`src/hw/rtl/aop_pkg.sv`:
```
// shared constants, types and arctangent table for the polarization angle pipeline
package aop_pkg;

    // sample and difference widths
    localparam int SAMPLE_BITS = 8;
    localparam int DIFF_BITS   = SAMPLE_BITS + 1;
    localparam int MAG_BITS    = SAMPLE_BITS;
    localparam int MSB_BITS    = (MAG_BITS > 1) ? $clog2(MAG_BITS) : 1;

    // normalization: larger component lands in [2^NORM_MSB, 2^(NORM_MSB+1))
    localparam int NORM_MSB   = 54;
    localparam int NORM_BITS  = NORM_MSB + 1;
    localparam int SHIFT_BITS = $clog2(NORM_MSB + 1);

    // cordic datapath
    localparam int CORDIC_STEPS  = 58;
    localparam int STEP_IDX_BITS = $clog2(CORDIC_STEPS);
    localparam int XY_BITS       = NORM_BITS + 4;
    localparam int Z_BITS        = 64;
    localparam int FRAC_BITS     = 62;

    // scaling: floor(28.662 * phi) = floor(((phi_q44 * 28662) >> 44) / 1000)
    localparam int Q44_SHIFT   = 18;
    localparam int Q44_BITS    = Z_BITS - 1 - Q44_SHIFT;
    localparam int SCALE_BITS  = 15;
    localparam logic [SCALE_BITS-1:0] SCALE_NUM = 15'd28662;
    localparam int PROD_BITS   = Q44_BITS + SCALE_BITS;
    localparam int PROD_SHIFT  = 44;
    localparam int V_BITS      = PROD_BITS - PROD_SHIFT;
    // exact floor(v / 1000) for any v below 2^V_BITS
    localparam int RECIP_BITS  = 17;
    localparam logic [RECIP_BITS-1:0] RECIP_1000 = 17'd67109;
    localparam int RECIP_SHIFT = 26;
    localparam int RPROD_BITS  = V_BITS + RECIP_BITS;
    localparam int M_BITS      = RPROD_BITS - RECIP_SHIFT;

    // result angles
    localparam int ANGLE_BITS = 8;
    localparam logic [ANGLE_BITS-1:0] ANG_UNDEF        = 8'd0;
    localparam logic [ANGLE_BITS-1:0] ANG_VERT_POS     = 8'd45;
    localparam logic [ANGLE_BITS-1:0] ANG_VERT_NEG     = 8'd134;
    localparam logic [ANGLE_BITS-1:0] ANG_HORIZ_POS    = 8'd180;
    localparam logic [ANGLE_BITS-1:0] ANG_HORIZ_NEG    = 8'd90;
    localparam logic [ANGLE_BITS-1:0] ANG_FOURTH_BASE  = 8'd179;
    localparam logic [ANGLE_BITS-1:0] ANG_THIRD_BASE   = 8'd90;
    localparam logic [ANGLE_BITS-1:0] ANG_SECOND_BASE  = 8'd89;

    // sign and zero flags of the two stokes differences
    typedef struct packed {
        logic s1_zero;
        logic s1_neg;
        logic s2_zero;
        logic s2_neg;
    } aop_side_t;

    typedef logic [CORDIC_STEPS-1:0][Z_BITS-1:0] aop_atan_tab_t;

    // atan(2^-sh) in q62 by alternating series, truncated terms
    function automatic logic [Z_BITS-1:0] atan_pow2(input int sh);
        logic [Z_BITS-1:0] p;
        logic [Z_BITS-1:0] s;
        logic [Z_BITS-1:0] term;
        int n;
        p = Z_BITS'(1) << (FRAC_BITS - sh);
        s = '0;
        n = 0;
        while (p != 0) begin
            term = p / Z_BITS'(2 * n + 1);
            if ((n % 2) == 0) begin
                s = s + term;
            end else begin
                s = s - term;
            end
            p = p >> (2 * sh);
            n = n + 1;
        end
        return s;
    endfunction

    // atan(1/3) in q62 by alternating series
    function automatic logic [Z_BITS-1:0] atan_third();
        logic [Z_BITS-1:0] p;
        logic [Z_BITS-1:0] s;
        logic [Z_BITS-1:0] term;
        int n;
        p = (Z_BITS'(1) << FRAC_BITS) / 3;
        s = '0;
        n = 0;
        while (p != 0) begin
            term = p / Z_BITS'(2 * n + 1);
            if ((n % 2) == 0) begin
                s = s + term;
            end else begin
                s = s - term;
            end
            p = (p / 3) / 3;
            n = n + 1;
        end
        return s;
    endfunction

    function automatic aop_atan_tab_t build_atan_tab();
        aop_atan_tab_t t;
        t[0] = atan_pow2(1) + atan_third();
        for (int i = 1; i < CORDIC_STEPS; i++) begin
            t[i] = atan_pow2(i);
        end
        return t;
    endfunction

    localparam aop_atan_tab_t ATAN_TAB = build_atan_tab();

endpackage

```
`src/hw/rtl/aop_back.sv`:
```
// back end: degree scaling of the cordic angle and quadrant correction
module aop_back (
    input  logic                                 aclk,
    input  logic                                 aresetn,
    input  logic                                 en,
    input  logic                                 in_valid,
    input  logic signed [aop_pkg::Z_BITS-1:0]    in_z,
    input  aop_pkg::aop_side_t                   in_side,
    output logic                                 out_valid,
    output logic [aop_pkg::ANGLE_BITS-1:0]       out_angle,
    output logic                                 out_undefined
);

    logic [aop_pkg::Z_BITS-1:0]     phi;
    logic [aop_pkg::Q44_BITS-1:0]   q44;
    logic [aop_pkg::PROD_BITS-1:0]  prod;
    logic [aop_pkg::RPROD_BITS-1:0] rprod;
    logic [aop_pkg::ANGLE_BITS-1:0] m8;
    logic [aop_pkg::ANGLE_BITS-1:0] angle_next;
    logic                           undef_next;

    logic                           s1_valid_reg;
    logic [aop_pkg::V_BITS-1:0]     v_reg;
    aop_pkg::aop_side_t             s1_side_reg;
    logic                           s2_valid_reg;
    logic [aop_pkg::M_BITS-1:0]     m_reg;
    aop_pkg::aop_side_t             s2_side_reg;
    logic                           s3_valid_reg;
    logic [aop_pkg::ANGLE_BITS-1:0] angle_reg;
    logic                           undef_reg;

    // clamp, truncate to q44 and scale by 28662
    always_comb begin
        phi  = in_z[aop_pkg::Z_BITS-1] ? '0 : in_z;
        q44  = phi[aop_pkg::Z_BITS-2:aop_pkg::Q44_SHIFT];
        prod = aop_pkg::PROD_BITS'(q44) * aop_pkg::PROD_BITS'(aop_pkg::SCALE_NUM);
    end

    // divide by 1000 through the reciprocal
    assign rprod = aop_pkg::RPROD_BITS'(v_reg) * aop_pkg::RPROD_BITS'(aop_pkg::RECIP_1000);

    // quadrant correction and special cases
    always_comb begin
        m8         = aop_pkg::ANGLE_BITS'(m_reg);
        undef_next = 1'b0;
        if (s2_side_reg.s1_zero && s2_side_reg.s2_zero) begin
            angle_next = aop_pkg::ANG_UNDEF;
            undef_next = 1'b1;
        end else if (s2_side_reg.s1_zero) begin
            angle_next = s2_side_reg.s2_neg ? aop_pkg::ANG_VERT_NEG : aop_pkg::ANG_VERT_POS;
        end else if (s2_side_reg.s2_zero) begin
            angle_next = s2_side_reg.s1_neg ? aop_pkg::ANG_HORIZ_NEG : aop_pkg::ANG_HORIZ_POS;
        end else begin
            case ({s2_side_reg.s1_neg, s2_side_reg.s2_neg})
                2'b00:   angle_next = m8;
                2'b01:   angle_next = aop_pkg::ANG_FOURTH_BASE - m8;
                2'b11:   angle_next = aop_pkg::ANG_THIRD_BASE + m8;
                2'b10:   angle_next = aop_pkg::ANG_SECOND_BASE - m8;
                default: angle_next = m8;
            endcase
        end
    end

    always_ff @(posedge aclk) begin
        if (!aresetn) begin
            s1_valid_reg <= 1'b0;
            s2_valid_reg <= 1'b0;
            s3_valid_reg <= 1'b0;
        end else if (en) begin
            s1_valid_reg <= in_valid;
            s2_valid_reg <= s1_valid_reg;
            s3_valid_reg <= s2_valid_reg;
        end
    end

    always_ff @(posedge aclk) begin
        if (en) begin
            v_reg       <= prod[aop_pkg::PROD_BITS-1:aop_pkg::PROD_SHIFT];
            s1_side_reg <= in_side;
            m_reg       <= rprod[aop_pkg::RPROD_BITS-1:aop_pkg::RECIP_SHIFT];
            s2_side_reg <= s1_side_reg;
            angle_reg   <= angle_next;
            undef_reg   <= undef_next;
        end
    end

    assign out_valid     = s3_valid_reg;
    assign out_angle     = angle_reg;
    assign out_undefined = undef_reg;

endmodule

```
`config.mk`:
```
export PLATFORM = sky130hd
export DESIGN_NAME = aop_back
export DESIGN_NICKNAME = d
export VERILOG_FILES = /design/src/hw/rtl/aop_pkg.sv /design/src/hw/rtl/aop_back.sv
export SDC_FILE = /design/constraint.sdc
export NUM_CORES = 1
export LEC_CHECK = 0
export BUFFER_PORTS_ARGS = -buffer_cell sky130_fd_sc_hd__buf_2
export CELL_PAD_IN_SITES_DETAIL_PLACEMENT = 0
export CELL_PAD_IN_SITES_GLOBAL_PLACEMENT = 1
export CORE_UTILIZATION = 52
export DETAILED_ROUTE_END_ITERATION = 7
export PLACE_DENSITY = 0.89
export SYNTH_ARGS = -nofsm -noshare
export SYNTH_HDL_FRONTEND = slang
export SYNTH_SLANG_ARGS = --single-unit
```
`constraint.sdc`:
```
create_clock -name aclk -period 8.77 [get_ports aclk]
set_input_delay 0 -clock aclk [delete_from_list [all_inputs] [get_ports aclk]]
set_output_delay 0 -clock aclk [all_outputs]
set_load 0.1 [all_outputs]
```
Yosys cells after proc, flatten, opt, wreduce, memory -nomap -nowiden --
Cells that the tools add are included.
Word-level totals: input bits 72, flip-flop bits (word level) 43, output and inout bits 10
Cells by class: muxes and demuxes 7, reduce and logical (&&, ||, !) cells 2, eq/ne operators 3, add/sub/neg operators 3, multipliers 2
Operator list (number):
- $mux W63 | 1
- $mul A45 B14 Y59 const B | 1
- $mul A16 B17 Y33 const B | 1
- $mux W8 | 4
- $pmux W8 S4 | 1
- $add A7 B7 Y8 const A | 1
- $sub A7 B7 Y8 const A | 1
- $sub A8 B7 Y8 const A | 1
- $eq A2 B2 Y1 const B | 2
- $eq A2 B1 Y1 const B | 1
- $logic_not A2 Y1 | 1
- $logic_and A1 B1 Y1 | 1
- $mux W1 | 1

Depth between registers and ports, before layout --
Gate-level depths: netlist of run 1.
word-level depth 4, depth in mapped cells 27, depth with buffers taken out 23

Least setup slack after synthesis of run 1 --
Ideal clock, no wire load.
path kind input port to flip-flop, from input port in_z[63] (netlist bit), to register v_reg[15] (netlist bit) (data pin), setup time 0.259 ns, cell stages on the path 24, arrival time 6.192 ns, buffers on the path 4, required time 8.511 ns, slack 2.319 ns, cells stage by stage buf_2 -> buf_1 -> buf_1 -> clkbuf_1 -> nand2b_1 -> inv_1 -> fa_1 -> inv_1 -> fa_1 -> inv_1 -> fa_1 -> fa_1 -> fa_1 -> inv_1 -> fa_1 -> inv_1 -> ha_1 -> a21oi_1 -> o21ai_0 -> nor3_1 -> o2bb2ai_2 -> a21oi_2 -> or2_1 -> a211o_1
On the way: word-level cells in the longest chain between the ends 2
RTL lines:
- from (decl) | RTL line aop_back.sv:7 | input logic signed [aop_pkg::Z_BITS-1:0] in_z,
- $mux W63 | RTL line aop_back.sv:34 | phi = in_z[aop_pkg::Z_BITS-1] ? '0 : in_z;
- $mul A45 B14 Y59 | RTL line aop_back.sv:36 | prod = aop_pkg::PROD_BITS'(q44) * aop_pkg::PROD_BITS'(aop_pkg::SCALE_NUM);
- via prod, one bit | RTL line aop_back.sv:16 | logic [aop_pkg::PROD_BITS-1:0] prod;
- to (signal assigned) | RTL line aop_back.sv:78 | v_reg <= prod[aop_pkg::PROD_BITS-1:aop_pkg::PROD_SHIFT];
- to (decl) | RTL line aop_back.sv:23 | logic [aop_pkg::V_BITS-1:0] v_reg;
The timed path passes the listed nets, and every way through them passes these cells. A chain may end at the register's enable or synchronous reset.

Worst setup path in the final report of run 1 --
from input port in_z[63] (netlist bit), to register v_reg[9] (netlist bit) (data pin)
Same word-level chain as after synthesis.

==> summary.md, run 1 <==
| Metric | Value |
|---|---|
| Run status | `completed` |
| Crit-path most repeated cell | `fa_1` |
| Max FO, Critical Path | `47` |
| Final-report max-slew violation count | `0` |
| Clock transition at the registers of the reported paths | `0.07 ns` |
| Req. time, crit path | `8.82 ns` |
| Core ar. | `34600 sq um` |
| Vias in the first global route | `13429` |
| Top Ports | `82` |
| Detailed placer's ending HPWL | `35.2 mm` |
| Routed Wire Length | `38.4 mm` |
| Post-Synthesis Cell Area | `18300 sq um` |
| Clock skew | `0.00951 ns` |
| Number of register bits inferred by synthesis | `43` |
| Worst-Margin Slew | `1.11 ns` |
| Unrepaired setup endpoints after global routing | `no` |
| Total via count in the routed design | `12453` |
| Top flip-flop cell by instance count after synthesis | `edfxtp_1` |
| Worst skew pair latency | `0.30 ns` |
| Cell with the largest stage delay on the worst path | `buf_2` |
| Synthesis warning total | `0` |
| Drt wl/cell | `16.2 um` |
| Final min period | `6.76 ns` |
| Count of TritonRoute iterations in the first routing pass | `5` |
| Clock tree root buffer cell | `clkbuf_16` |
| Clock tree from TritonCTS | `built` |
| Global router's overall resource usage | `22.8%` |
| # Max-Cap Violations | `0` |
| Peak clock frequency supported by timing | `148 MHz` |
| Async set-or-reset flop fraction in the synthesized netlist | `0%` |
| First-pass GRT wire length | `65.4 mm` |
| Die outline area | `36000 sq um` |
| Number of diodes added for antenna fixing | `0` |
| Number of buffer and inverter stages on the critical path | `6` |
| Count of standard-cell rows | `68` |
| Arrival time at the worst endpoint | `6.81 ns` |
| Commonest non-fill, non-tap cells in the layout | `inv_1 (491), fa_1 (364), ha_1 (296)` |
| Final hold violation count | `0` |
| Sum Neg Setup Slack | `0 ns` |
| Setup Fix Bufs, Post-CTS | `0` |
| Pin count of the biggest net entering global routing | `48` |
| Largest stage delay on the critical path | `0.64 ns` |
| Number of nets in the layout | `2645` |
| Post-route antenna net violation count | `0` |
| Relative max-transition margin | `23.9%` |
| Initial antenna violation count | `0` |
| Number of DRC violations after detailed-routing iteration 0 | `505` |
| Most common cell after layout, fill and taps aside | `inv_1` |
| Mean cell area of the mapped netlist | `9.85 sq um` |
| Worst Setup End Kind | `flip-flop` |
| Fraction of final layout cells with drive strength greater than 1 | `5.38%` |
| Post-cts gate resize count | `0` |
| Post-synth EDFFs | `40` |
| Die width | `190 um` |
| GR Overflow Total | `0` |
| Startpoint-to-endpoint class of the critical path | `in2reg` |
| Number of different library cells in the post-synthesis netlist | `74` |
| Final weighted congestion of routability-driven global placement | `0.952` |
| TritonCTS Buffers | `5` |
| Die Y-Extent | `190 um` |
| Post-Syn Nets | `2591` |
| Classification of the worst-slack hold path | `in2reg` |
| Setup violation total in the final timing report | `0` |
| Clock Sink Count | `43` |
| Startpoint class of the critical path | `primary input` |
| Max FFs per register | `16` |
| CTS HTree Levels | `2` |
| Syn-to-layout area delta | `5.59%` |
| CP delay by family, top | `adder cells` |
| Routed vias/inst | `5.26` |
| Period Utilization, post-route | `77.1%` |
| Cells along the critical path | `buf_2 > nand2b_1 > inv_1 > fa_1 > inv_1 > fa_1 > inv_1 > fa_1 > fa_1 > fa_1 > inv_1 > fa_1 > inv_1 > ha_1 > a21oi_1 > o211ai_1 > a221oi_1 > o21ai_1 > a22oi_1 > nand2_1 > a41oi_1 > xnor2_1` |
| Post-synthesis instance total | `1859` |
| IO Port Bufs | `63` |
| Portion of the post-synthesis area used by sequential elements | `6.89%` |
| Number of fillers in the final layout | `3014` |
| Hold slack final | `0.415 ns` |
| Maximum buffer depth of the clock tree | `2` |
| DRC | `0` |
| Effective utilization at floorplan | `52.9%` |
[final timing paths]
path | from | end | slack [ns] | depth (start not counted)
min reg2reg | s1_side_reg[0] | s2_side_reg[0] | 0.42 | 0
max reg2reg | v_reg[13] | m_reg[6] | 3.34 | 17
min | in_side[0] | s1_side_reg[0] | 0.41 | 2
max | in_z[63] | v_reg[9] | 2.01 | 22
[logic make-up (layout without fill, tap and decap cells)]
kind of cell               Yosys count  count (layout)  synth area share, %
muxes                                5               5                0.273
adders and majority gates          660             660                 60.0
AOI/OAI and AO/OA                  247             247                 9.05
DFF                                 43              43                 6.89
xor gates and xnor gates           106             106                 5.07
buffers and inverters              515             570                 10.6
and+or+nand+nor                    283             283                 8.14
[worst register-to-register path: cells and delay by family, from the launching register on]
family / cells / cell delay (ns)
and+or+nand+nor: 2 / 0.47
DFF: 1 / 0.56
adders and majority gates: 7 / 2.78
buffers and inverters: 2 / 0.10
AOI/OAI and AO/OA: 6 / 1.28
[layer usage]
metal  track usage, %  part of all wire (%)  wire, um
met3             2.12                   3.0      1160
met5                0                     0         0
met4             4.31                   1.7       652
met1             31.1                    45     17400
met2             39.9                    50     19200
[cell type report]
type / count / area, sq um / area share (%)
flip-flops and latches: 43 / 1260 / 6.52
well taps: 455 / 569 / 2.94
clock buffers: 5 / 125 / 0.647
clock inverters: 3 / 26.3 / 0.136
multi-input cells: 1301 / 15100 / 78.2
repair buffers: 70 / 395 / 2.04
inverters: 492 / 1850 / 9.55
[cell usage after synthesis, drive strengths merged, types with 3 or more instances]
cell type	number	area share [%]
a2111oi	3	0.18
a211oi	13	0.59
a21o	46	1.9
a21oi	63	1.8
a311oi	3	0.14
a31oi	6	0.20
a41oi	3	0.14
and2	19	0.66
and3	6	0.20
buf	6	0.15
clkbuf	17	0.35
dfxtp	3	0.33
edfxtp	40	6.6
fa	364	40
ha	296	20
inv	491	10
mux2i	5	0.27
nand2	56	1.2
nand2b	35	1.2
nand3	17	0.53
nand4	15	0.59
nor2	69	1.5
nor2b	37	1.3
nor3	10	0.27
nor4	4	0.20
o2111ai	3	0.14
o211ai	9	0.37
o21a	3	0.12
o21ai	54	1.5
o21bai	10	0.41
o22ai	4	0.14
o31ai	7	0.29
or2	9	0.31
xnor2	71	3.4
xor2	35	1.7
[stage by stage]
stage	worst slack, ns	util, %	cells	cell area [sq um]
after floorplan	2.32	-	1859	18300
after detailed placement	1.71	55.2	2355	19100
after CTS	2.01	55.9	2369	19300
after global routing	1.57	55.9	2369	19300
after global placement	1.82	55.2	2355	19100
final	2.01	55.9	2369	19300
[timing repair]
item | CTS | global route
endpoints found under the hold margin | 7 | 0
endpoints found under the setup margin | 0 | 0
hold buffers | 6 | 0
Power of run 1 is not shown: default switching activity piles up to over one toggle a cycle in this logic, so the estimate is an artifact.
==> run 2, diff against run 1 <==
- ABC_AREA: not set -> 1
- CORE_UTILIZATION: 52 -> 50
- clock period: 8.77 -> 6.3 ns (I/O delays scaled with it)
==> run 2 against run 1 <==
Effect of this change:
- synthesized cell count up 29%
- wire length up 27%
- largest cell class unchanged
- area after synthesis up 7.3%
- non-clock buffer count up 64
- sequential share of layout area down 0.60 points
- clock skew down 0.0020 ns
- worst setup slack worse by 1.6 ns
- register-to-register slack worse by 2.0 ns
==> summary.md, run 2 <==
| Metric | Value |
|---|---|
| Top Ports | `82 (unchanged)` |
| DRC | `0 (unchanged)` |
| Post-Syn Nets | `3129 (+21%)` |
| Portion of synthesized cell area occupied by the leading cell type | `37.1% (-2.7 points)` |
| Total via count in the routed design | `15706 (+26%)` |
| Sum Neg Setup Slack | `0 ns (unchanged)` |
| Detailed placer's ending HPWL | `45.0 mm (+28%)` |
| Largest stage delay on the critical path | `0.52 ns (-0.12 ns)` |
| Worst skew pair latency | `0.29 ns (about the same)` |
| Core ar. | `38700 sq um (+12%)` |
| Synthesis warning total | `0 (unchanged)` |
| Max FFs per register | `16 (unchanged)` |
| Max FO, Critical Path | `10 (-79%)` |
| Most common cell after layout, fill and taps aside | `inv_1` |
| Req. time, crit path | `6.36 ns (-2.46 ns)` |
| Leading post-synthesis cells by instance count | `inv_1 (654), fa_1 (364), nand2_1 (329)` |
| Number of diodes added for antenna fixing | `0 (unchanged)` |
| Number of different library cells in the post-synthesis netlist | `37 (-50%)` |
| Post-synthesis instance total | `2397 (+29%)` |
| Top flip-flop cell by instance count after synthesis | `edfxtp_1` |
| Post-Synthesis Cell Area | `19700 sq um (+7.3%)` |
| TritonCTS Buffers | `5 (unchanged)` |
| Clock transition at the registers of the reported paths | `0.07 ns (about the same)` |
| Final hold violation count | `0 (unchanged)` |
| Final weighted congestion of routability-driven global placement | `0.967 (+1.6%)` |
| Classification of the worst-slack hold path | `in2reg` |
| Drt wl/cell | `16.0 um (-1.0%)` |
| Die Y-Extent | `200 um (+5.6%)` |
| Count of TritonRoute iterations in the first routing pass | `8 (+3)` |
| Maximum buffer depth of the clock tree | `2 (unchanged)` |
| Mean cell area of the mapped netlist | `8.20 sq um (-17%)` |
| Dpl ws | `0.0962 ns (-1.61 ns)` |
| Arrival time at the worst endpoint | `5.97 ns (-0.84 ns)` |
| Cell with the largest stage delay on the worst path | `fa_1` |
| Worst-Margin Slew | `0.977 ns (-0.136 ns)` |
| Worst Setup End Kind | `flip-flop` |
| Effective utilization at floorplan | `50.8% (-2.1 points)` |
| Setup slack of the critical path after layout | `0.390 ns (-1.62 ns)` |
| Startpoint-to-endpoint class of the critical path | `in2reg` |
| Clock Sink Count | `43 (unchanged)` |
| Routed vias/inst | `5.15 (-2.0%)` |
| Portion of the post-synthesis area used by sequential elements | `6.41% (-0.47 points)` |
| Die width | `200 um (+5.6%)` |
| CTS HTree Levels | `2 (unchanged)` |
| # Max-Cap Violations | `0 (unchanged)` |
| Number of register bits inferred by synthesis | `43 (unchanged)` |
| Final min period | `5.91 ns` |
| First-pass GRT wire length | `83.1 mm (+27%)` |
| Number of DRC violations after detailed-routing iteration 0 | `849 (+68%)` |
| Number of nets in the layout | `3263 (+23%)` |
| Run status | `completed` |
| IO Port Bufs | `63 (unchanged)` |
| Clock tree from TritonCTS | `built` |
| Startpoint class of the critical path | `primary input` |
| Syn-to-layout area delta | `8.43%` |
| Clock tree root buffer cell | `clkbuf_16` |
| Setup violation total in the final timing report | `0 (unchanged)` |
| CP delay by family, top | `adder cells` |
| Pin count of the biggest net entering global routing | `45 (-6.3%)` |
| Die outline area | `40100 sq um (+12%)` |
| Clock skew | `0.00753 ns (-0.00198 ns)` |
| Commonest non-fill, non-tap cells in the layout | `inv_1 (654), fa_1 (364), nand2_1 (329)` |
| Final-report max-slew violation count | `0 (unchanged)` |
| Global router's overall resource usage | `25.9% (+3.1 points)` |
| Number of buffer and inverter stages on the critical path | `5 (-1)` |
| Setup Fix Bufs, Post-CTS | `0 (unchanged)` |
| GR Overflow Total | `0 (unchanged)` |
| Crit-path most repeated cell | `nand2_1` |
| Post-synth EDFFs | `40 (unchanged)` |
| Vias in the first global route | `16814 (+25%)` |
| Period Utilization, post-route | `93.8%` |
| Peak clock frequency supported by timing | `169 MHz` |
| Fraction of final layout cells with drive strength greater than 1 | `6.48% (+1.1 points)` |
| Unrepaired setup endpoints after global routing | `no` |
| Largest area contributor in the synthesized netlist | `fa_1` |
| Post-route antenna net violation count | `0 (unchanged)` |
| Async set-or-reset flop fraction in the synthesized netlist | `0% (unchanged)` |
| Routed Wire Length | `49.0 mm (+27%)` |
| Count of standard-cell rows | `72 (+5.9%)` |
| Most common cell in the netlist | `inv_1` |
| Main area contributors after synthesis | `fa_1 (37%), ha_1 (19%), inv_1 (12%)` |
| Initial antenna violation count | `0 (unchanged)` |
| Relative max-transition margin | `34.9% (+11 points)` |
-- run 2: metrics by stage --
| step | instance area, sq um | hold slack [ns] | util (%) | std cells |
|---|---|---|---|---|
| 4_1_cts | 21300 | 0.415 | 55.0 | 3050 |
| 3_3_place_gp | 21100 | 0.177 | 54.4 | 3035 |
| 3_5_place_dp | 21100 | 0.179 | 54.4 | 3035 |
| 2_1_floorplan | 19700 | 0.0989 | - | 2397 |
| 6_report | 21300 | 0.421 | 55.0 | 3050 |
| 5_1_grt | 21300 | 0.418 | 55.0 | 3050 |
-- run 2: area by class of cell --
type	count	area [sq um]
Fill cell	3661	17400
Multi-Input combinational cell	1692	15900
Inverter	655	2460
Sequential cell	43	1260
Timing Repair Buffer	134	878
Tap cell	518	648
Clock buffer	5	125
Clock inverter	3	42.5
-- run 2: path summary, 6_finish.rpt --
check | to | cells after the start | slack [ns] | startpoint
worst max-delay path | v_reg[12] | 27 | 0.39 | in_z[63]
worst min-delay path | s1_side_reg[2] | 2 | 0.42 | in_side[2]
worst max register to register | m_reg[5] | 17 | 1.38 | v_reg[13]
worst min register to register | s2_side_reg[2] | 0 | 0.42 | s1_side_reg[2]
-- run 2: kinds of logic after synthesis --
| logic type | after synthesis | synth area share, % |
|---|---|---|
| AO/OA/AOI/OAI | 276 | 8.02 |
| XOR/XNOR | 47 | 2.09 |
| adder cells (fa/ha/maj) | 660 | 55.9 |
| buffers and inverters | 662 | 12.7 |
| flip-flops | 43 | 6.41 |
| AND/OR/NAND/NOR | 709 | 14.9 |
-- run 2: worst register-to-register path, cell delays in order, from the launching register on --
cell and delay [ns]:
edfxtp_1 0.54, ha_1 0.29, fa_1 0.48, inv_1 0.05, fa_1 0.50, fa_1 0.56
inv_1 0.05, fa_1 0.45, ha_1 0.30, ha_1 0.36, a21oi_1 0.20, o21ai_0 0.11
a21oi_1 0.20, o21bai_1 0.11, a21oi_1 0.28, nand2_1 0.09, nand2_1 0.07, nand2_1 0.04
-- run 2: timing repair --
action                                 in CTS  in global routing
hold buffers                                7                  0
endpoints found under the hold margin       7                  0
resized for setup                           0                  0
-- run 2: routing by layer --
metal	GRT usage (%)	share of wire, %
met1	34.2	44
met2	45.4	49
met3	2.95	4.5
met4	6.00	2.4
met5	0	0
Power of run 2 is left out for the same reason.
==> run 3, diff against run 2 <==
- CORE_UTILIZATION: 50 -> 40
- GPL_ROUTABILITY_DRIVEN: not set -> 0
- GPL_TIMING_DRIVEN: not set -> 0
- PLACE_DENSITY: 0.89 -> 0.75
==> run 3 against run 2 <==
Effect of this change:
- global-route usage decreased by 5.3 points
- maximum frequency shrank 1.7%
- sequential cell count is the same
- cell area fell by 0.81%
- hold slack got worse by 0.0030 ns
- die area increased by 25%
- wire length about the same
- critical endpoint is now v_reg[14]
- highest routed layer unchanged
==> summary.md, run 3 (synthesis gave the netlist of run 2 again) <==
| Metric | Value |
|---|---|
| Number of DRC violations after detailed-routing iteration 0 | `735 (-13%)` |
| Clock skew | `0.00631 ns (-0.00122 ns)` |
| Setup violation total in the final timing report | `0 (unchanged)` |
| Number of diodes added for antenna fixing | `0 (unchanged)` |
| Number of nets in the layout | `3206 (-1.7%)` |
| Period Utilization, post-route | `95.4% (+1.6 points)` |
| Commonest non-fill, non-tap cells in the layout | `inv_1 (651), fa_1 (364), nand2_1 (322)` |
| Arrival time at the worst endpoint | `6.06 ns (+0.09 ns)` |
| Final hold violation count | `0 (unchanged)` |
| Cell depth of the worst flop-to-flop path | `17 (unchanged)` |
| TritonCTS Buffers | `5 (unchanged)` |
| Post-route antenna net violation count | `0 (unchanged)` |
| Clock tree from TritonCTS | `built` |
| Final-report max-slew violation count | `0 (unchanged)` |
| Detailed placer's ending HPWL | `44.9 mm (-0.35%)` |
| Clock tree root buffer cell | `clkbuf_16` |
| Clock Sink Count | `43 (unchanged)` |
| Max FO, Critical Path | `10 (unchanged)` |
| Vias in the first global route | `16260 (-3.3%)` |
| IO Port Bufs | `63 (unchanged)` |
| DRC | `0 (unchanged)` |
| Setup slack of the critical path after layout | `0.288 ns (-0.102 ns)` |
| Classification of the worst-slack hold path | `reg2reg` |
| Final core utilization | `43.9% (-11 points)` |
| Req. time, crit path | `6.35 ns (about the same)` |
| Hold Path Stages | `0 (-2)` |
| Routed vias/inst | `4.84 (-6.1%)` |
| Pin count of the biggest net entering global routing | `45 (unchanged)` |
| Global router's overall resource usage | `20.6% (-5.3 points)` |
| Startpoint class of the critical path | `primary input` |
| Run status | `completed` |
| Count of TritonRoute iterations in the first routing pass | `5 (-3)` |
| Setup Fix Bufs, Post-CTS | `0 (unchanged)` |
| Worst-Margin Slew | `0.985 ns (+0.00797 ns)` |
| Die outline area | `50000 sq um (+25%)` |
| Peak clock frequency supported by timing | `166 MHz (-1.7%)` |
| GR Overflow Total | `0 (unchanged)` |
| Most common cell after layout, fill and taps aside | `inv_1` |
| Unrepaired setup endpoints after global routing | `no` |
| Die Y-Extent | `224 um (+12%)` |
| Startpoint-to-endpoint class of the critical path | `in2reg` |
| Worst Setup End Kind | `flip-flop` |
| Hold slack final | `0.418 ns (-0.00303 ns)` |
| CTS HTree Levels | `2 (unchanged)` |
| Effective utilization at floorplan | `40.8% (-9.9 points)` |
| Multi-input gate area | `16000 sq um (+0.63%)` |
| Maximum buffer depth of the clock tree | `2 (unchanged)` |
| Drt wl/cell | `15.6 um (-2.5%)` |
| First-pass GRT wire length | `82.1 mm (-1.2%)` |
| Total via count in the routed design | `15146 (-3.6%)` |
| Relative max-transition margin | `34.4% (-0.53 points)` |
| # Max-Cap Violations | `0 (unchanged)` |
| Die width | `224 um (+12%)` |
| Final min period | `6.01 ns (+0.102 ns)` |
| Max FFs per register | `16 (unchanged)` |
| Initial antenna violation count | `0 (unchanged)` |
| Count of standard-cell rows | `80 (+11%)` |
| Syn-to-layout area delta | `7.55%` |
| Core ar. | `48100 sq um (+24%)` |
| Dpl ws | `-0.453 ns (-0.549 ns)` |
| Storage cell area | `1260 sq um (unchanged)` |
| Clock transition at the registers of the reported paths | `0.07 ns (about the same)` |
| Fraction of final layout cells with drive strength greater than 1 | `5.74% (-0.74 points)` |
| Number of fillers in the final layout | `4853 (+33%)` |
| Routed Wire Length | `49.0 mm (about the same)` |
| Worst skew pair latency | `0.29 ns (about the same)` |
| Top Ports | `82 (unchanged)` |
run 3: cell count changes in the layout (fill, tap and decap cells not counted), moves of 2 or more:
| cell | delta |
|---|---|
| a21oi_2 | +2 |
| inv_2 | +3 |
| nand2_2 | +7 |
| a21oi_1 | -2 |
| nor2_1 | -24 |
| nor2_4 | +3 |
| o21ai_1 | +2 |
| inv_1 | -3 |
| nor2_2 | +21 |
| nand2_1 | -7 |
| o21ai_0 | -2 |
| buf_2 | +2 |
| buf_4 | -61 |
run 3: final timing paths:
kind / start / endpoint / slack (ns)
worst max-delay path: in_z[63] / v_reg[14] / 0.29
worst min-delay path: s1_side_reg[3] / s2_side_reg[3] / 0.42
worst max register to register: v_reg[13] / m_reg[5] / 1.46
worst min register to register: s1_side_reg[3] / s2_side_reg[3] / 0.42
run 3: worst max-delay path: stages:
cell and delay (ns):
buf_2 0.16, inv_2 0.25, buf_6 0.24, clkbuf_4 0.24
nand2_1 0.17, inv_2 0.18, fa_1 0.51, fa_1 0.56
inv_1 0.06, fa_1 0.53, inv_1 0.05, fa_1 0.50
fa_1 0.54, ha_1 0.33, ha_1 0.37, inv_1 0.10
o21ai_0 0.13, a21oi_2 0.23, inv_1 0.06, a21oi_1 0.23
o21ai_0 0.14, a21oi_1 0.26, nand2_1 0.09, nand2_1 0.06
nand2_1 0.04
run 3: layout make-up:
cell class	count	share of cell area (%)
buffer	7	0.225
clock buffer	5	0.592
clock inverter	3	0.201
inverter	655	11.6
multi-input combinational	1692	75.7
sequential	43	5.96
tap	656	3.88
timing repair buffer	70	1.82
run 3: per-stage QoR:
step	TNS [ns]	cells	cell area (sq um)
final	0	3131	21100
after CTS	0	3131	21000
after global routing	0	3131	21100
after global placement	-3.96	3116	20800
after detailed placement	-5.05	3116	20800
after floorplan	0	2397	19700
run 3: repair_timing:
item,CTS,global route
endpoints found under the setup margin,10,16
pin swaps,0,1
hold endpoints to repair,7,0
resized for setup,4,44
hold buffers,7,0
run 3: per-layer routing:
| metal | vias to the layer above | global-route usage [%] | routed length (um) |
|---|---|---|---|
| met1 | 7358 | 28.5 | 23400 |
| li1 | 7486 | - | - |
| met4 | 0 | 3.76 | 883 |
| met3 | 49 | 1.93 | 1530 |
| met2 | 253 | 35.3 | 23100 |
| met5 | - | 0 | 0 |
Power of run 3 is left out for the same reason.
