<file path="src/hw/rtl/aop_pkg.sv">
// shared constants, types and arctangent table for the polarization angle pipeline
package aop_pkg;

    // sample and difference widths
    localparam int SAMPLE_BITS = 8;
    localparam int DIFF_BITS   = SAMPLE_BITS + 1;
    localparam int MAG_BITS    = SAMPLE_BITS;
    localparam int MSB_BITS    = (MAG_BITS > 1) ? $clog2(MAG_BITS) : 1;

    // normalization: larger component lands in [2^NORM_MSB, 2^(NORM_MSB+1))
    localparam int NORM_MSB   = 54;
    localparam int NORM_BITS  = NORM_MSB + 1;
    localparam int SHIFT_BITS = $clog2(NORM_MSB + 1);

    // cordic datapath
    localparam int CORDIC_STEPS  = 58;
    localparam int STEP_IDX_BITS = $clog2(CORDIC_STEPS);
    localparam int XY_BITS       = NORM_BITS + 4;
    localparam int Z_BITS        = 64;
    localparam int FRAC_BITS     = 62;

    // scaling: floor(28.662 * phi) = floor(((phi_q44 * 28662) >> 44) / 1000)
    localparam int Q44_SHIFT   = 18;
    localparam int Q44_BITS    = Z_BITS - 1 - Q44_SHIFT;
    localparam int SCALE_BITS  = 15;
    localparam logic [SCALE_BITS-1:0] SCALE_NUM = 15'd28662;
    localparam int PROD_BITS   = Q44_BITS + SCALE_BITS;
    localparam int PROD_SHIFT  = 44;
    localparam int V_BITS      = PROD_BITS - PROD_SHIFT;
    // exact floor(v / 1000) for any v below 2^V_BITS
    localparam int RECIP_BITS  = 17;
    localparam logic [RECIP_BITS-1:0] RECIP_1000 = 17'd67109;
    localparam int RECIP_SHIFT = 26;
    localparam int RPROD_BITS  = V_BITS + RECIP_BITS;
    localparam int M_BITS      = RPROD_BITS - RECIP_SHIFT;

    // result angles
    localparam int ANGLE_BITS = 8;
    localparam logic [ANGLE_BITS-1:0] ANG_UNDEF        = 8'd0;
    localparam logic [ANGLE_BITS-1:0] ANG_VERT_POS     = 8'd45;
    localparam logic [ANGLE_BITS-1:0] ANG_VERT_NEG     = 8'd134;
    localparam logic [ANGLE_BITS-1:0] ANG_HORIZ_POS    = 8'd180;
    localparam logic [ANGLE_BITS-1:0] ANG_HORIZ_NEG    = 8'd90;
    localparam logic [ANGLE_BITS-1:0] ANG_FOURTH_BASE  = 8'd179;
    localparam logic [ANGLE_BITS-1:0] ANG_THIRD_BASE   = 8'd90;
    localparam logic [ANGLE_BITS-1:0] ANG_SECOND_BASE  = 8'd89;

    // sign and zero flags of the two stokes differences
    typedef struct packed {
        logic s1_zero;
        logic s1_neg;
        logic s2_zero;
        logic s2_neg;
    } aop_side_t;

    typedef logic [CORDIC_STEPS-1:0][Z_BITS-1:0] aop_atan_tab_t;

    // atan(2^-sh) in q62 by alternating series, truncated terms
    function automatic logic [Z_BITS-1:0] atan_pow2(input int sh);
        logic [Z_BITS-1:0] p;
        logic [Z_BITS-1:0] s;
        logic [Z_BITS-1:0] term;
        int n;
        p = Z_BITS'(1) << (FRAC_BITS - sh);
        s = '0;
        n = 0;
        while (p != 0) begin
            term = p / Z_BITS'(2 * n + 1);
            if ((n % 2) == 0) begin
                s = s + term;
            end else begin
                s = s - term;
            end
            p = p >> (2 * sh);
            n = n + 1;
        end
        return s;
    endfunction

    // atan(1/3) in q62 by alternating series
    function automatic logic [Z_BITS-1:0] atan_third();
        logic [Z_BITS-1:0] p;
        logic [Z_BITS-1:0] s;
        logic [Z_BITS-1:0] term;
        int n;
        p = (Z_BITS'(1) << FRAC_BITS) / 3;
        s = '0;
        n = 0;
        while (p != 0) begin
            term = p / Z_BITS'(2 * n + 1);
            if ((n % 2) == 0) begin
                s = s + term;
            end else begin
                s = s - term;
            end
            p = (p / 3) / 3;
            n = n + 1;
        end
        return s;
    endfunction

    function automatic aop_atan_tab_t build_atan_tab();
        aop_atan_tab_t t;
        t[0] = atan_pow2(1) + atan_third();
        for (int i = 1; i < CORDIC_STEPS; i++) begin
            t[i] = atan_pow2(i);
        end
        return t;
    endfunction

    localparam aop_atan_tab_t ATAN_TAB = build_atan_tab();

endpackage

</file>
<file path="src/hw/rtl/aop_front.sv">
// front end: stokes differences, magnitudes and normalization of the vector
module aop_front (
    input  logic                                 aclk,
    input  logic                                 aresetn,
    input  logic                                 en,
    input  logic                                 in_valid,
    input  logic [aop_pkg::SAMPLE_BITS-1:0]      sample_0deg,
    input  logic [aop_pkg::SAMPLE_BITS-1:0]      sample_45deg,
    input  logic [aop_pkg::SAMPLE_BITS-1:0]      sample_90deg,
    input  logic [aop_pkg::SAMPLE_BITS-1:0]      sample_135deg,
    output logic                                 out_valid,
    output logic signed [aop_pkg::XY_BITS-1:0]   out_x,
    output logic signed [aop_pkg::XY_BITS-1:0]   out_y,
    output aop_pkg::aop_side_t                   out_side
);

    logic [aop_pkg::DIFF_BITS-1:0] d1;
    logic [aop_pkg::DIFF_BITS-1:0] d2;
    logic [aop_pkg::DIFF_BITS-1:0] d1_abs;
    logic [aop_pkg::DIFF_BITS-1:0] d2_abs;
    aop_pkg::aop_side_t            side_next;

    logic                          a_valid_reg;
    logic [aop_pkg::MAG_BITS-1:0]  a_mag_reg;
    logic [aop_pkg::MAG_BITS-1:0]  b_mag_reg;
    aop_pkg::aop_side_t            a_side_reg;

    logic [aop_pkg::MAG_BITS-1:0]   mx;
    logic [aop_pkg::MSB_BITS-1:0]   msb;
    logic [aop_pkg::SHIFT_BITS-1:0] shift_amt;
    logic [aop_pkg::NORM_BITS-1:0]  a_norm;
    logic [aop_pkg::NORM_BITS-1:0]  b_norm;

    logic                           b_valid_reg;
    logic signed [aop_pkg::XY_BITS-1:0] x_reg;
    logic signed [aop_pkg::XY_BITS-1:0] y_reg;
    aop_pkg::aop_side_t             b_side_reg;

    // differences, signs and magnitudes
    always_comb begin
        d1 = {1'b0, sample_0deg} - {1'b0, sample_90deg};
        d2 = {1'b0, sample_45deg} - {1'b0, sample_135deg};
        d1_abs = d1[aop_pkg::DIFF_BITS-1] ? (~d1 + 1'b1) : d1;
        d2_abs = d2[aop_pkg::DIFF_BITS-1] ? (~d2 + 1'b1) : d2;
        side_next.s1_zero = (d1 == '0);
        side_next.s1_neg  = d1[aop_pkg::DIFF_BITS-1];
        side_next.s2_zero = (d2 == '0);
        side_next.s2_neg  = d2[aop_pkg::DIFF_BITS-1];
    end

    // leading one of the larger magnitude and the shift that normalizes it
    always_comb begin
        mx  = (a_mag_reg > b_mag_reg) ? a_mag_reg : b_mag_reg;
        msb = '0;
        for (int k = 0; k < aop_pkg::MAG_BITS; k++) begin
            if (mx[k]) begin
                msb = aop_pkg::MSB_BITS'(k);
            end
        end
        shift_amt = aop_pkg::SHIFT_BITS'(aop_pkg::NORM_MSB)
                  - aop_pkg::SHIFT_BITS'(msb);
        a_norm = aop_pkg::NORM_BITS'(a_mag_reg) << shift_amt;
        b_norm = aop_pkg::NORM_BITS'(b_mag_reg) << shift_amt;
    end

    // stage valid bits
    always_ff @(posedge aclk) begin
        if (!aresetn) begin
            a_valid_reg <= 1'b0;
            b_valid_reg <= 1'b0;
        end else if (en) begin
            a_valid_reg <= in_valid;
            b_valid_reg <= a_valid_reg;
        end
    end

    // stage payload
    always_ff @(posedge aclk) begin
        if (en) begin
            a_mag_reg  <= aop_pkg::MAG_BITS'(d1_abs);
            b_mag_reg  <= aop_pkg::MAG_BITS'(d2_abs);
            a_side_reg <= side_next;
            x_reg      <= $signed(aop_pkg::XY_BITS'(a_norm));
            y_reg      <= $signed(aop_pkg::XY_BITS'(b_norm));
            b_side_reg <= a_side_reg;
        end
    end

    assign out_valid = b_valid_reg;
    assign out_x     = x_reg;
    assign out_y     = y_reg;
    assign out_side  = b_side_reg;

endmodule

</file>
<file path="config.mk">
export PLATFORM = sky130hd
export DESIGN_NAME = aop_front
export DESIGN_NICKNAME = d
export VERILOG_FILES = /design/src/hw/rtl/aop_pkg.sv /design/src/hw/rtl/aop_front.sv
export SDC_FILE = /design/constraint.sdc
export NUM_CORES = 1
export LEC_CHECK = 0
export CELL_PAD_IN_SITES_DETAIL_PLACEMENT = 1
export CELL_PAD_IN_SITES_GLOBAL_PLACEMENT = 1
export CORE_ASPECT_RATIO = 0.6
export CORE_MARGIN = 1.5
export CORE_UTILIZATION = 53
export DETAILED_ROUTE_END_ITERATION = 7
export DONT_BUFFER_PORTS = 1
export GPL_ROUTABILITY_DRIVEN = 0
export HOLD_SLACK_MARGIN = 0.1
export PLACE_DENSITY = 0.95
export SLEW_MARGIN = 5
export SYNTH_ARGS = -nofsm -noshare
export SYNTH_HDL_FRONTEND = slang
export SYNTH_SLANG_ARGS = --single-unit
</file>
<file path="constraint.sdc">
create_clock -name aclk -period 10 [get_ports aclk]
set_clock_uncertainty 0.05 [all_clocks]
set_input_delay 1.5 -clock aclk [delete_from_list [all_inputs] [get_ports aclk]]
set_output_delay 1.5 -clock aclk [all_outputs]
set_load 0.005 [all_outputs]
</file>
# Yosys cells after proc, flatten, opt, wreduce, memory -nomap -nowiden

Cells that the tools add are included.

Register bits: 136
Input port bits: 36
Output and inout port bits: 123

Add/sub/neg operators: 5
Order comparisons: 1
Shift operators: 2
Muxes and demuxes: 10
Bitwise operators: 2
Reduce and logical (&&, ||, !) cells: 2

Operator list:

| cell                | count |
|---|---|
| $shl 8x6->55        | 2 |
| $mux 8              | 3 |
| $logic_not 9->1     | 2 |
| $mux 3              | 6 |
| $sub 8x8->9         | 2 |
| $add 8x1->8 const B | 2 |
| $not 8->8           | 2 |
| $gt 8x8->1          | 1 |
| $sub 5x4->6 const A | 1 |
| $mux 1              | 1 |

# Longest topological paths before layout

Gate-level depths: netlist (run 1).

Depth in word-level cells: 11
Mapped depth: 18
Mapped depth without buffers: 16

# Worst setup path after synthesis (run 1)

Ideal clock, no wire load.

Path type: reg2reg
Start point: register b_mag_reg[7] (netlist name)
End point: register x_reg (netlist bit out_x[52]), data pin
Library setup time: 0.170 ns
Data arrival time: 3.645 ns
Required time: 9.780 ns
Path slack: 6.135 ns
Cell stages (with the launch flop): 17
Buffers on the path: 3
Cells stage by stage: edfxtp_1 -> inv_1 -> ha_1 -> nand4_4 -> nor2_4 -> a211oi_4 -> nor3_4 -> nor2_2 -> o21ai_0 -> ha_1 -> clkbuf_1 -> inv_1 -> clkbuf_1 -> clkbuf_1 -> a2111oi_2 -> a31oi_1 -> o32ai_2

Longest elaborated chain between the ends: 11

Ends and longest elaborated chain:

| element                  | line            | text |
|---|---|---|
| start: declaration       | aop_front.sv:25 | `logic [aop_pkg::MAG_BITS-1:0] b_mag_reg;` |
| start signal: assignment | aop_front.sv:81 | `b_mag_reg <= aop_pkg::MAG_BITS'(d2_abs);` |
| $gt 8x8->1               | aop_front.sv:53 | `mx = (a_mag_reg > b_mag_reg) ? a_mag_reg : b_mag_reg;` |
| $mux 8 (*)               | aop_front.sv:53 |  |
| $mux 1                   | aop_front.sv:56 | `if (mx[k]) begin` |
| $mux 3 (5 in a row)      | aop_front.sv:56 |  |
| $mux 3 (*)               | aop_front.sv:56 |  |
| $sub 5x4->6 (*)          | aop_front.sv:61 | `- aop_pkg::SHIFT_BITS'(msb);` |
| $shl 8x6->55 (*)         | aop_front.sv:62 | `a_norm = aop_pkg::NORM_BITS'(a_mag_reg) << shift_amt;` |
| via a_norm, one bit      | aop_front.sv:31 | `logic [aop_pkg::NORM_BITS-1:0] a_norm;` |
| end signal: assignment   | aop_front.sv:83 | `x_reg <= $signed(aop_pkg::XY_BITS'(a_norm));` |
| end: declaration         | aop_front.sv:35 | `logic signed [aop_pkg::XY_BITS-1:0] x_reg;` |

Mark *: on every way through the listed nets, which the timed path passes. The rest lies on a longest branch.
A chain may end at the register's enable or synchronous reset.

# Final worst setup path (run 1)

Start point: register b_mag_reg[7] (netlist name)
End point: register x_reg (netlist bit out_x[42]), data pin

Longest elaborated chain between the ends: 11

Ends and longest elaborated chain:

| element             | line |
|---|---|
| $gt 8x8->1          | aop_front.sv:53 |
| $mux 8 (*)          | aop_front.sv:53 |
| $mux 1              | aop_front.sv:56 |
| $mux 3 (5 in a row) | aop_front.sv:56 |
| $mux 3 (*)          | aop_front.sv:56 |
| $sub 5x4->6 (*)     | aop_front.sv:61 |
| $shl 8x6->55 (*)    | aop_front.sv:62 |

Mark *: on every way between the ends. The rest lies on a longest branch, timed or not.

==> results of run 1 <==
## kinds of logic (layout without fill, tap and decap cells)
logic type / count (synthesis) / count (layout) / synth area share [%]
AO/OA/AOI/OAI: 167 / 167 / 21.5
XOR/XNOR: 21 / 21 / 3.27
adder cells (fa/ha/maj): 30 / 30 / 6.94
buffers and inverters: 136 / 63 / 14.1
flip-flops: 72 / 72 / 38.1
multiplexers: 6 / 6 / 1.29
other: 1 / 72 / 0.0667
AND/OR/NAND/NOR: 155 / 155 / 14.7
## routing by layer
metal | vias up | track usage, % | routed length (um)
li1 | 2067 | - | -
met1 | 2332 | 39.7 | 6750
met2 | 420 | 45.8 | 7330
met3 | 76 | 10.3 | 2190
met4 | 0 | 13.0 | 577
met5 | - | 0 | 0
## how the worst max path moves through the flow
| stage | to | from |
|---|---|---|
| 2_1_floorplan | out_x[52]$_DFFE_PP_ | b_mag_reg[7]$_DFFE_PP_ |
| 3_3_place_gp | out_x[42]$_SDFFCE_PP0P_ | a_mag_reg[5]$_DFFE_PP_ |
| 3_5_place_dp | out_x[42]$_SDFFCE_PP0P_ | b_mag_reg[7]$_DFFE_PP_ |
| 4_1_cts | out_x[42]$_SDFFCE_PP0P_ | b_mag_reg[7]$_DFFE_PP_ |
| 5_1_grt | out_x[42]$_SDFFCE_PP0P_ | b_mag_reg[6]$_DFFE_PP_ |
| 6_report | out_x[42]$_SDFFCE_PP0P_ | b_mag_reg[7]$_DFFE_PP_ |
## synth_stat cells, drive strengths merged, types with 4 or more instances
cell type  instances
a2111oi            4
a211oi            12
a21o               6
a21oi             25
a31oi              5
buf               78
clkbuf            14
edfxtp            70
ha                28
inv               44
mux2i              5
nand2             36
nand3             20
nand4              9
nor2              31
nor2b             10
nor3              22
nor4               9
o211ai             8
o21a               6
o21ai             33
o221ai             9
o22ai             10
o31a               5
o31ai              4
o32ai              5
or2                4
or4                5
xnor2             17
xor2               4
## power by group
part / switching, uW / leakage [uW] / internal, uW
registers: 76.9 / 0.000737 / 485
clock network: 130 / 0.000141 / 194
logic: 856 / 0.00137 / 344
total: 1060 / 0.00225 / 1020
## per-stage QoR
stage | power [uW] | cells | setup WS [ns] | cell area, um^2
after global routing | 2170 | 721 | 3.59 | 5750
after CTS | 2010 | 721 | 4.17 | 5750
after global placement | 1600 | 705 | 4.80 | 5450
final | 2090 | 721 | 3.80 | 5750
after detailed placement | 1670 | 705 | 4.25 | 5450
after floorplan | 1370 | 659 | 6.13 | 5890
## placed cells by master, fill, tap and decap left out, types with 11 or more instances in the layout
master     n
xnor2_1   17
a211oi_1  11
ha_1      28
edfxtp_1  70
nand3_1   19
conb_1    72
nor2_1    29
nor3_1    19
a21oi_1   23
inv_1     43
nand2_1   35
o21ai_0   26
## cell type report
| class | instances | area [um^2] | area share, % |
|---|---|---|---|
| clock inverter | 6 | 67.6 | 1.18 |
| inverter | 44 | 165 | 2.87 |
| sequential | 72 | 2140 | 37.3 |
| multi-input combinational | 451 | 2950 | 51.4 |
| tap | 135 | 169 | 2.94 |
| clock buffer | 10 | 229 | 3.98 |
| timing repair buffer | 3 | 22.5 | 0.392 |
==> results.md, run 1 <==
- Layout cells sized above 1: 7.00%
- Total track usage: 30.2%
- Final Critical Period: 6.20 ns
- Max Cap Viol: 0
- Hold Vio Cnt, Final: 0
- Clock slew at reported path FFs: 0.06 ns
- Sequential cell area fraction in the yosys report: 38.1%
- Drt wl/cell: 23.4 um
- CTS tree: yes
- Hold Path Stages: 0
- Synth top area share: 37.4%
- CP top delay family: simple AND/OR/NAND/NOR gates
- Die area: 11300 um^2
- R2R Path End: out_x[42]$_SDFFCE_PP0P_
- Starting Density: 55.7%
- Sinks on Clock Net: 72
- Setup TNS: 0 ns
- Critical Path Source Type: flop
- WP depth: 15
- DRT iter0 DRCs: 811
- Diodes inserted: 0
- Final Cycle Share: 62.0%
- Mean post-synth cell area: 9.56 um^2
- Crit-path cells: inv_1, ha_1, nand4_4, o21ai_1, nand3_1, nand2_2, inv_2, ha_1, inv_1, nor2_1, nand3_1, a211oi_1, a311oi_1, nand2_1, o221ai_1
- Pins Over Slew Limit: 0
- CTS root buffer: clkbuf_16
- Async S/R FF share, synth: 0%
- Hpwl dp: 12.0 mm
- Crit path largest cell delay: 0.87 ns
- First-pass GRT wire length: 25.4 mm
- Status: complete, no violations
- Post-CTS Repair Setup Buffers: 0
- Clock buffer depth: 2
- Core ar.: 10100 um^2
- Rows: 28
- Antenna viol nets, final: 0
- Lkg Pwr: 0.00225 uW
- CP bufs+invs: 3
- Worst reg2reg startpoint: b_mag_reg[7]$_DFFE_PP_
- DRC: 0
- Area Growth Syn to Fin: 2.20%
- Die Y: 82.8 um
- Max Freq: 0.161 GHz
- Pwr Density: 363 nW/um^2
- Fillcell total: 1157
- # setup viols final: 0
- Main synth FF type: edfxtp_1
- Vias in the first global route: 4615
- I/O Buffers: 0
- Largest net degree at the start of global routing: 73
- CTS Hold Bufs: 0
- Measured slew at the worst slew-check pin: 1.27 ns
- Post-synth EDFFs: 70
- Mapped Area: 5620 um^2
- CP Capture Type: flop
- Largest cells by area after synthesis: edfxtp_1, buf_4, ha_1
- Vias: 4895
- Yosys Warn Count: 0
- Cell taking the most area after synthesis: edfxtp_1
- DR vias/cell: 6.79
- R2R Setup Slk: 3.80 ns
- GRT overflow: 0
- Clk Latency, worst-skew pair: 0.35 ns
- Nets: 647
- Utilization after layout: 57.0%
- CP arrival: 6.32 ns
- CP max FO: 22
- Min-Delay Path Class: flop to flop
- Worst EP required: 10.12 ns
- CTS H-Tree Depth: 3
- Slew HR: 15.6%
- Synth Instances: 588
- Min-Delay Startpoint: a_side_reg[3]$_DFFE_PP_
- First-pass DRT Iterations: 6
- RSZ-0062 raised after global routing: false
- Die X-Extent: 136 um
- Post-CTS sizing: 0
- Min Hold Slack: 0.371 ns
- Initial antenna violation count: 0
- Reg2reg path depth: 15
- IO Pins: 159
- Netlist cell types: 76
- TritonCTS Buffers: 9
- Hold Path End: out_side[3]$_DFFE_PP_
- Worst path slowest cell: nand3_1
- Final wirelength: 16.9 mm
- Critical path type: flop to flop
- Max VDD drop: 0.200 mV
- Yosys reg bits: 72
Power figures use the tool's default switching activity.
==> run 2: changes to the inputs <==
--- a/config.mk
+++ b/config.mk
@@ -9,12 +9,12 @@
 export CELL_PAD_IN_SITES_GLOBAL_PLACEMENT = 1
 export CORE_ASPECT_RATIO = 0.6
 export CORE_MARGIN = 1.5
-export CORE_UTILIZATION = 53
+export CORE_UTILIZATION = 49
 export DETAILED_ROUTE_END_ITERATION = 7
 export DONT_BUFFER_PORTS = 1
 export GPL_ROUTABILITY_DRIVEN = 0
 export HOLD_SLACK_MARGIN = 0.1
-export PLACE_DENSITY = 0.95
+export PLACE_DENSITY = 0.9
 export SLEW_MARGIN = 5
 export SYNTH_ARGS = -nofsm -noshare
 export SYNTH_HDL_FRONTEND = slang
==> constraint.sdc (replaced) <==
create_clock -name aclk -period 5.84 [get_ports aclk]
set_clock_uncertainty 0.05 [all_clocks]
set_input_delay 0.876 -clock aclk [delete_from_list [all_inputs] [get_ports aclk]]
set_output_delay 0.876 -clock aclk [all_outputs]
set_load 0.005 [all_outputs]
==> run 2 against run 1 <==
Effect of this change:
- critical path type unchanged
- register-to-register slack worse by 3.3 ns
- fmax up 15%
- clock power up 69%
- setup slack worse by 3.3 ns
- core utilization down 5.4 points
- sequential share of layout area down 0.27 points
- clock-buffer cell count unchanged
==> results.md, run 2 (synthesis gave the netlist of run 1 again) <==
- Hold Vio Cnt, Final: 0 (unchanged)
- DP Area: 5500 um^2 (was 5450 um^2)
- Die X-Extent: 141 um (was 136 um)
- Most common cell after layout, fill and taps aside: conb_1 (unchanged)
- Design area: 5790 um^2 (was 5750 um^2)
- Initial antenna violation count: 0 (unchanged)
- Max Freq: 0.186 GHz (was 0.161 GHz)
- DRC: 0 (unchanged)
- GRT overflow: 0 (unchanged)
- CTS tree: yes (unchanged)
- Clock slew at reported path FFs: 0.06 ns (about the same)
- Setup TNS: 0 ns (unchanged)
- Antenna viol nets, final: 0 (unchanged)
- Sequential cell area: 2140 um^2 (unchanged)
- DRT iter0 DRCs: 509 (was 811)
- Die area: 12200 um^2 (was 11300 um^2)
- CTS H-Tree Depth: 3 (unchanged)
- I/O Buffers: 0 (unchanged)
- Status: complete, no violations (unchanged)
- CP max FO: 16 (was 22)
- Footprint of the multi-input gates: 2950 um^2 (unchanged)
- Final Cycle Share: 92.2% (was 62.0%)
- Sinks on Clock Net: 72 (unchanged)
- Dpl ws: 0.764 ns (was 4.25 ns)
- Final Critical Period: 5.38 ns (was 6.20 ns)
- Vias: 4774 (was 4895)
- Die Y: 86.0 um (was 82.8 um)
- Max VDD drop: 0.244 mV (was 0.200 mV)
- Measured slew at the worst slew-check pin: 1.19 ns (was 1.27 ns)
- Layout cells sized above 1: 7.78% (was 7.00%)
- CP arrival: 5.53 ns (was 6.32 ns)
- Pins Over Slew Limit: 0 (unchanged)
- Clk Latency, worst-skew pair: 0.34 ns (was 0.35 ns)
- RSZ-0062 raised after global routing: false (unchanged)
- IO Pins: 159 (unchanged)
- First-pass GRT wire length: 25.3 mm (was 25.4 mm)
- Fillcell total: 1308 (was 1157)
- CTS Hold Bufs: 0 (unchanged)
- Core ar.: 11200 um^2 (was 10100 um^2)
- Finished Layout Cells: 735 (was 721)
- Nets: 652 (was 647)
- First-pass DRT Iterations: 5 (was 6)
- TritonCTS Buffers: 9 (unchanged)
- Starting Density: 50.1% (was 55.7%)
- Area Growth Syn to Fin: 2.94% (was 2.20%)
- Worst EP required: 5.98 ns (was 10.12 ns)
- Lkg Pwr: 0.00227 uW (was 0.00225 uW)
- Rows: 30 (was 28)
- Placed Cells: 719 (was 705)
- Diodes inserted: 0 (unchanged)
- Pwr Density: 619 nW/um^2 (was 363 nW/um^2)
- Total track usage: 27.2% (was 30.2%)
- Post-CTS Repair Setup Buffers: 0 (unchanged)
- Critical Path Source Type: flop (unchanged)
- Largest net degree at the start of global routing: 73 (unchanged)
- Post-CTS sizing: 0 (unchanged)
- DR vias/cell: 6.50 (was 6.79)
- Clock buffer depth: 2 (unchanged)
- Drt wl/cell: 22.3 um (was 23.4 um)
- Final wirelength: 16.4 mm (was 16.9 mm)
- Final worst slack: 0.455 ns (was 3.80 ns)
- Critical path type: flop to flop (unchanged)
- Slew HR: 20.8% (was 15.6%)
- Hpwl dp: 11.9 mm (was 12.0 mm)
- Vias in the first global route: 4618 (was 4615)
- Utilization after layout: 51.6% (was 57.0%)
- Max Cap Viol: 0 (unchanged)
- CTS root buffer: clkbuf_16 (unchanged)
- CP Capture Type: flop (unchanged)
- Commonest non-fill, non-tap cells in the layout: conb_1, edfxtp_1, inv_1 (unchanged)
- # setup viols final: 0 (unchanged)
- Min-Delay Path Class: flop to flop (unchanged)
run 2: cell count changes in the layout (fill, tap and decap cells not counted):
cell      before  now
buf_4          3    8
clkinv_2       0    2
clkinv_4       2    1
inv_6          1    0
run 2: final cells by class:
cell class                 instances  area share, %
tap                              144           3.11
inverter                          44           2.85
clock inverter                     6           1.04
clock buffer                      10           3.96
timing repair buffer               8           1.04
multi-input combinational        451           51.0
sequential                        72           37.0
run 2: per-layer routing:
metal | wire length (um) | track usage [%] | vias to the layer above
li1 | - | - | 2079
met1 | 6840 | 36.9 | 2287
met2 | 6970 | 39.0 | 356
met3 | 2110 | 10.2 | 52
met4 | 451 | 11.4 | 0
met5 | 0 | 0 | -
run 2: worst paths after layout:
path                                 from                     to  slack, ns  depth (start not counted)
hold reg to reg   a_side_reg[1]$_DFFE_PP_  out_side[1]$_DFFE_PP_       0.37                          0
setup / recovery   b_mag_reg[5]$_DFFE_PP_    out_y[48]$_DFFE_PP_       0.46                         13
setup reg to reg   b_mag_reg[5]$_DFFE_PP_    out_y[48]$_DFFE_PP_       0.46                         13
hold / removal    a_side_reg[1]$_DFFE_PP_  out_side[1]$_DFFE_PP_       0.37                          0
run 2: critical path, stage by stage (launching register included):
cell and delay [ns]:
edfxtp_1 0.53, inv_1 0.14, ha_1 0.36, nand4_4 0.16
o21ai_1 0.85, a21oi_2 0.31, nor2_2 0.42, o21ai_0 0.18
ha_1 0.25, ha_1 0.53, nor2_1 0.23, a21boi_0 0.82
o21ai_0 0.23, nand3_1 0.17
run 2: report_power, final:
part / switching, uW / leakage, uW / internal (uW) / total, uW
registers: 125 / 0.000737 / 829 / 954
logic: 1460 / 0.00139 / 624 / 2080
clock network: 218 / 0.000140 / 329 / 547
total: 1800 / 0.00227 / 1780 / 3580
run 2: metrics by stage:
| step | hold WS, ns | power (uW) |
|---|---|---|
| after floorplan | 0.350 | 2340 |
| after global placement | 0.355 | 2800 |
| after detailed placement | 0.358 | 2910 |
| after CTS | 0.372 | 3490 |
| after global routing | 0.377 | 3730 |
| final | 0.370 | 3580 |
==> run 3: changes to the inputs <==
--- a/config.mk
+++ b/config.mk
@@ -5,15 +5,13 @@
 export SDC_FILE = /design/constraint.sdc
 export NUM_CORES = 1
 export LEC_CHECK = 0
-export CELL_PAD_IN_SITES_DETAIL_PLACEMENT = 1
-export CELL_PAD_IN_SITES_GLOBAL_PLACEMENT = 1
 export CORE_ASPECT_RATIO = 0.6
 export CORE_MARGIN = 1.5
-export CORE_UTILIZATION = 49
+export CORE_UTILIZATION = 65
 export DETAILED_ROUTE_END_ITERATION = 7
 export DONT_BUFFER_PORTS = 1
 export GPL_ROUTABILITY_DRIVEN = 0
-export HOLD_SLACK_MARGIN = 0.1
+export HOLD_SLACK_MARGIN = 0.05
 export PLACE_DENSITY = 0.9
 export SLEW_MARGIN = 5
 export SYNTH_ARGS = -nofsm -noshare
==> run 3 against run 2 <==
Effect of this change:
- the flow now finishes with violations (design-rule violations)
- non-clock buffer count down 2
- via count about the same
- core utilization up 17 points
- sequential power about the same
- critical path depth up 2
==> results.md, run 3 (synthesis gave the netlist of run 1 again) <==
- Worst EP required: 5.95 ns (was 5.98 ns)
- Commonest non-fill, non-tap cells in the layout: conb_1, edfxtp_1, inv_1 (unchanged)
- Antenna viol nets, final: 0 (unchanged)
- CTS tree: yes (unchanged)
- Total track usage: 30.6% (was 27.2%)
- Final Cycle Share: 94.0% (was 92.2%)
- Final Critical Period: 5.49 ns (was 5.38 ns)
- CP max FO: 17 (was 16)
- CTS root buffer: clkbuf_16 (unchanged)
- Vias in the first global route: 4254 (was 4618)
- # setup viols final: 0 (unchanged)
- Sinks on Clock Net: 72 (unchanged)
- Sequential cell area: 2140 um^2 (unchanged)
- Pins Over Slew Limit: 0 (unchanged)
- Max VDD drop: 0.353 mV (was 0.244 mV)
- Reg2reg path depth: 15 (was 13)
- Min-Delay Path Class: flop to flop (unchanged)
- Failing checks: design-rule violations
- Max Cap Viol: 0 (unchanged)
- Most common cell after layout, fill and taps aside: conb_1 (unchanged)
- Diodes inserted: 0 (unchanged)
- Initial antenna violation count: 0 (unchanged)
- DP Area: 5450 um^2 (was 5500 um^2)
- First-pass GRT wire length: 21.3 mm (was 25.3 mm)
- Clock buffer depth: 2 (unchanged)
- Measured slew at the worst slew-check pin: 1.23 ns (was 1.19 ns)
- Post-CTS Repair Setup Buffers: 0 (unchanged)
- Area Growth Syn to Fin: 2.56% (was 2.94%)
- Largest net degree at the start of global routing: 73 (unchanged)
- Min Hold Slack: 0.370 ns (about the same)
- Finished Layout Cells: 701 (was 735)
- Drt wl/cell: 20.1 um (was 22.3 um)
- DRC: 9 (was 0)
- Footprint of the multi-input gates: 2960 um^2 (was 2950 um^2)
- CTS H-Tree Depth: 3 (unchanged)
- Lkg Pwr: 0.00228 uW (was 0.00227 uW)
- GRT overflow: 0 (unchanged)
- Status: complete, but fails checks (was complete, no violations)
- Critical Path Source Type: flop (unchanged)
- Hold Vio Cnt, Final: 0 (unchanged)
- TritonCTS Buffers: 9 (unchanged)
- Final wirelength: 14.1 mm (was 16.4 mm)
- Clk Latency, worst-skew pair: 0.34 ns (about the same)
- Vias: 4776 (was 4774)
- Pwr Density: 609 nW/um^2 (was 619 nW/um^2)
- Slew HR: 17.9% (was 20.8%)
- Clock slew at reported path FFs: 0.05 ns (was 0.06 ns)
- First-pass DRT Iterations: 8 (was 5)
- DR vias/cell: 6.81 (was 6.50)
- Die Y: 75.1 um (was 86.0 um)
- Design area: 5770 um^2 (was 5790 um^2)
- Hpwl dp: 9.91 mm (was 11.9 mm)
- Hold Path Stages: 0 (unchanged)
- Layout cells sized above 1: 7.81% (was 7.78%)
- IO Pins: 159 (unchanged)
- CP Capture Type: flop (unchanged)
- CP arrival: 5.59 ns (was 5.53 ns)
- Fillcell total: 626 (was 1308)
- Critical path type: flop to flop (unchanged)
- Nets: 650 (was 652)
- Rows: 26 (was 30)
- Max Freq: 0.182 GHz (was 0.186 GHz)
- Setup TNS: 0 ns (unchanged)
- I/O Buffers: 0 (unchanged)
- DRT iter0 DRCs: 1075 (was 509)
- RSZ-0062 raised after global routing: false (unchanged)
- CTS Hold Bufs: 0 (unchanged)
- Placed Cells: 685 (was 719)
- Die X-Extent: 123 um (was 141 um)
- Die area: 9240 um^2 (was 12200 um^2)
- Starting Density: 66.5% (was 50.1%)
- Core ar.: 8460 um^2 (was 11200 um^2)
==> run 3: routing by layer <==
metal | global-route usage, % | vias up | part of all wire [%]
li1 | - | 2076 | -
met1 | 38.3 | 2160 | 37
met2 | 43.8 | 439 | 42
met3 | 15.8 | 99 | 16
met4 | 13.9 | 2 | 4.3
met5 | 4.69 | - | 0.31
==> run 3: per-stage QoR <==
stage	utilization (%)	worst slack (ns)	total power [uW]
final	68.2	0.352	3510
after global routing	68.2	0.0848	3660
after CTS	68.2	0.422	3380
after detailed placement	64.4	0.540	2780
after global placement	64.4	1.05	2710
after floorplan	-	1.97	2340
==> run 3: where the power goes <==
part	total, uW	leakage, uW	switching [uW]	internal [uW]
registers	952	0.000737	123	830
logic	1980	0.00138	1370	610
clock network	578	0.000159	202	376
total	3510	0.00228	1700	1820
==> run 3: worst paths after layout <==
check	start	end	slack (ns)
min reg2reg	a_side_reg[0]$_DFFE_PP_	out_side[0]$_DFFE_PP_	0.37
min	a_side_reg[0]$_DFFE_PP_	out_side[0]$_DFFE_PP_	0.37
max	b_mag_reg[7]$_DFFE_PP_	out_y[46]$_SDFFCE_PP0P_	0.35
max reg2reg	b_mag_reg[7]$_DFFE_PP_	out_y[46]$_SDFFCE_PP0P_	0.35
==> run 3: repair_timing <==
| item | CTS | global route |
|---|---|---|
| endpoints found under the hold margin | 0 | 0 |
| gates resized for setup | 0 | 1 |
| endpoints found under the setup margin | 0 | 2 |
==> run 3: cell type report <==
class                           instances  area share, %
Clock buffer                           14           4.92
Tap cell                              112           2.43
Inverter                               44           2.86
Sequential cell                        72           37.1
Timing Repair Buffer                    6          0.781
Clock inverter                          2          0.607
Multi-Input combinational cell        451           51.3
==> run 3: critical path, stage by stage (launching register included) <==
cell	delay (ns)
edfxtp_1	0.43
inv_1	0.18
ha_1	0.41
nand2_1	0.07
o21ai_1	0.20
nor2b_1	0.78
nor3_4	0.16
nor2_2	0.38
o21ai_0	0.23
ha_1	0.27
ha_1	0.53
buf_4	0.31
nor2_1	0.14
a21boi_0	0.80
o21ai_0	0.21
o221ai_1	0.15
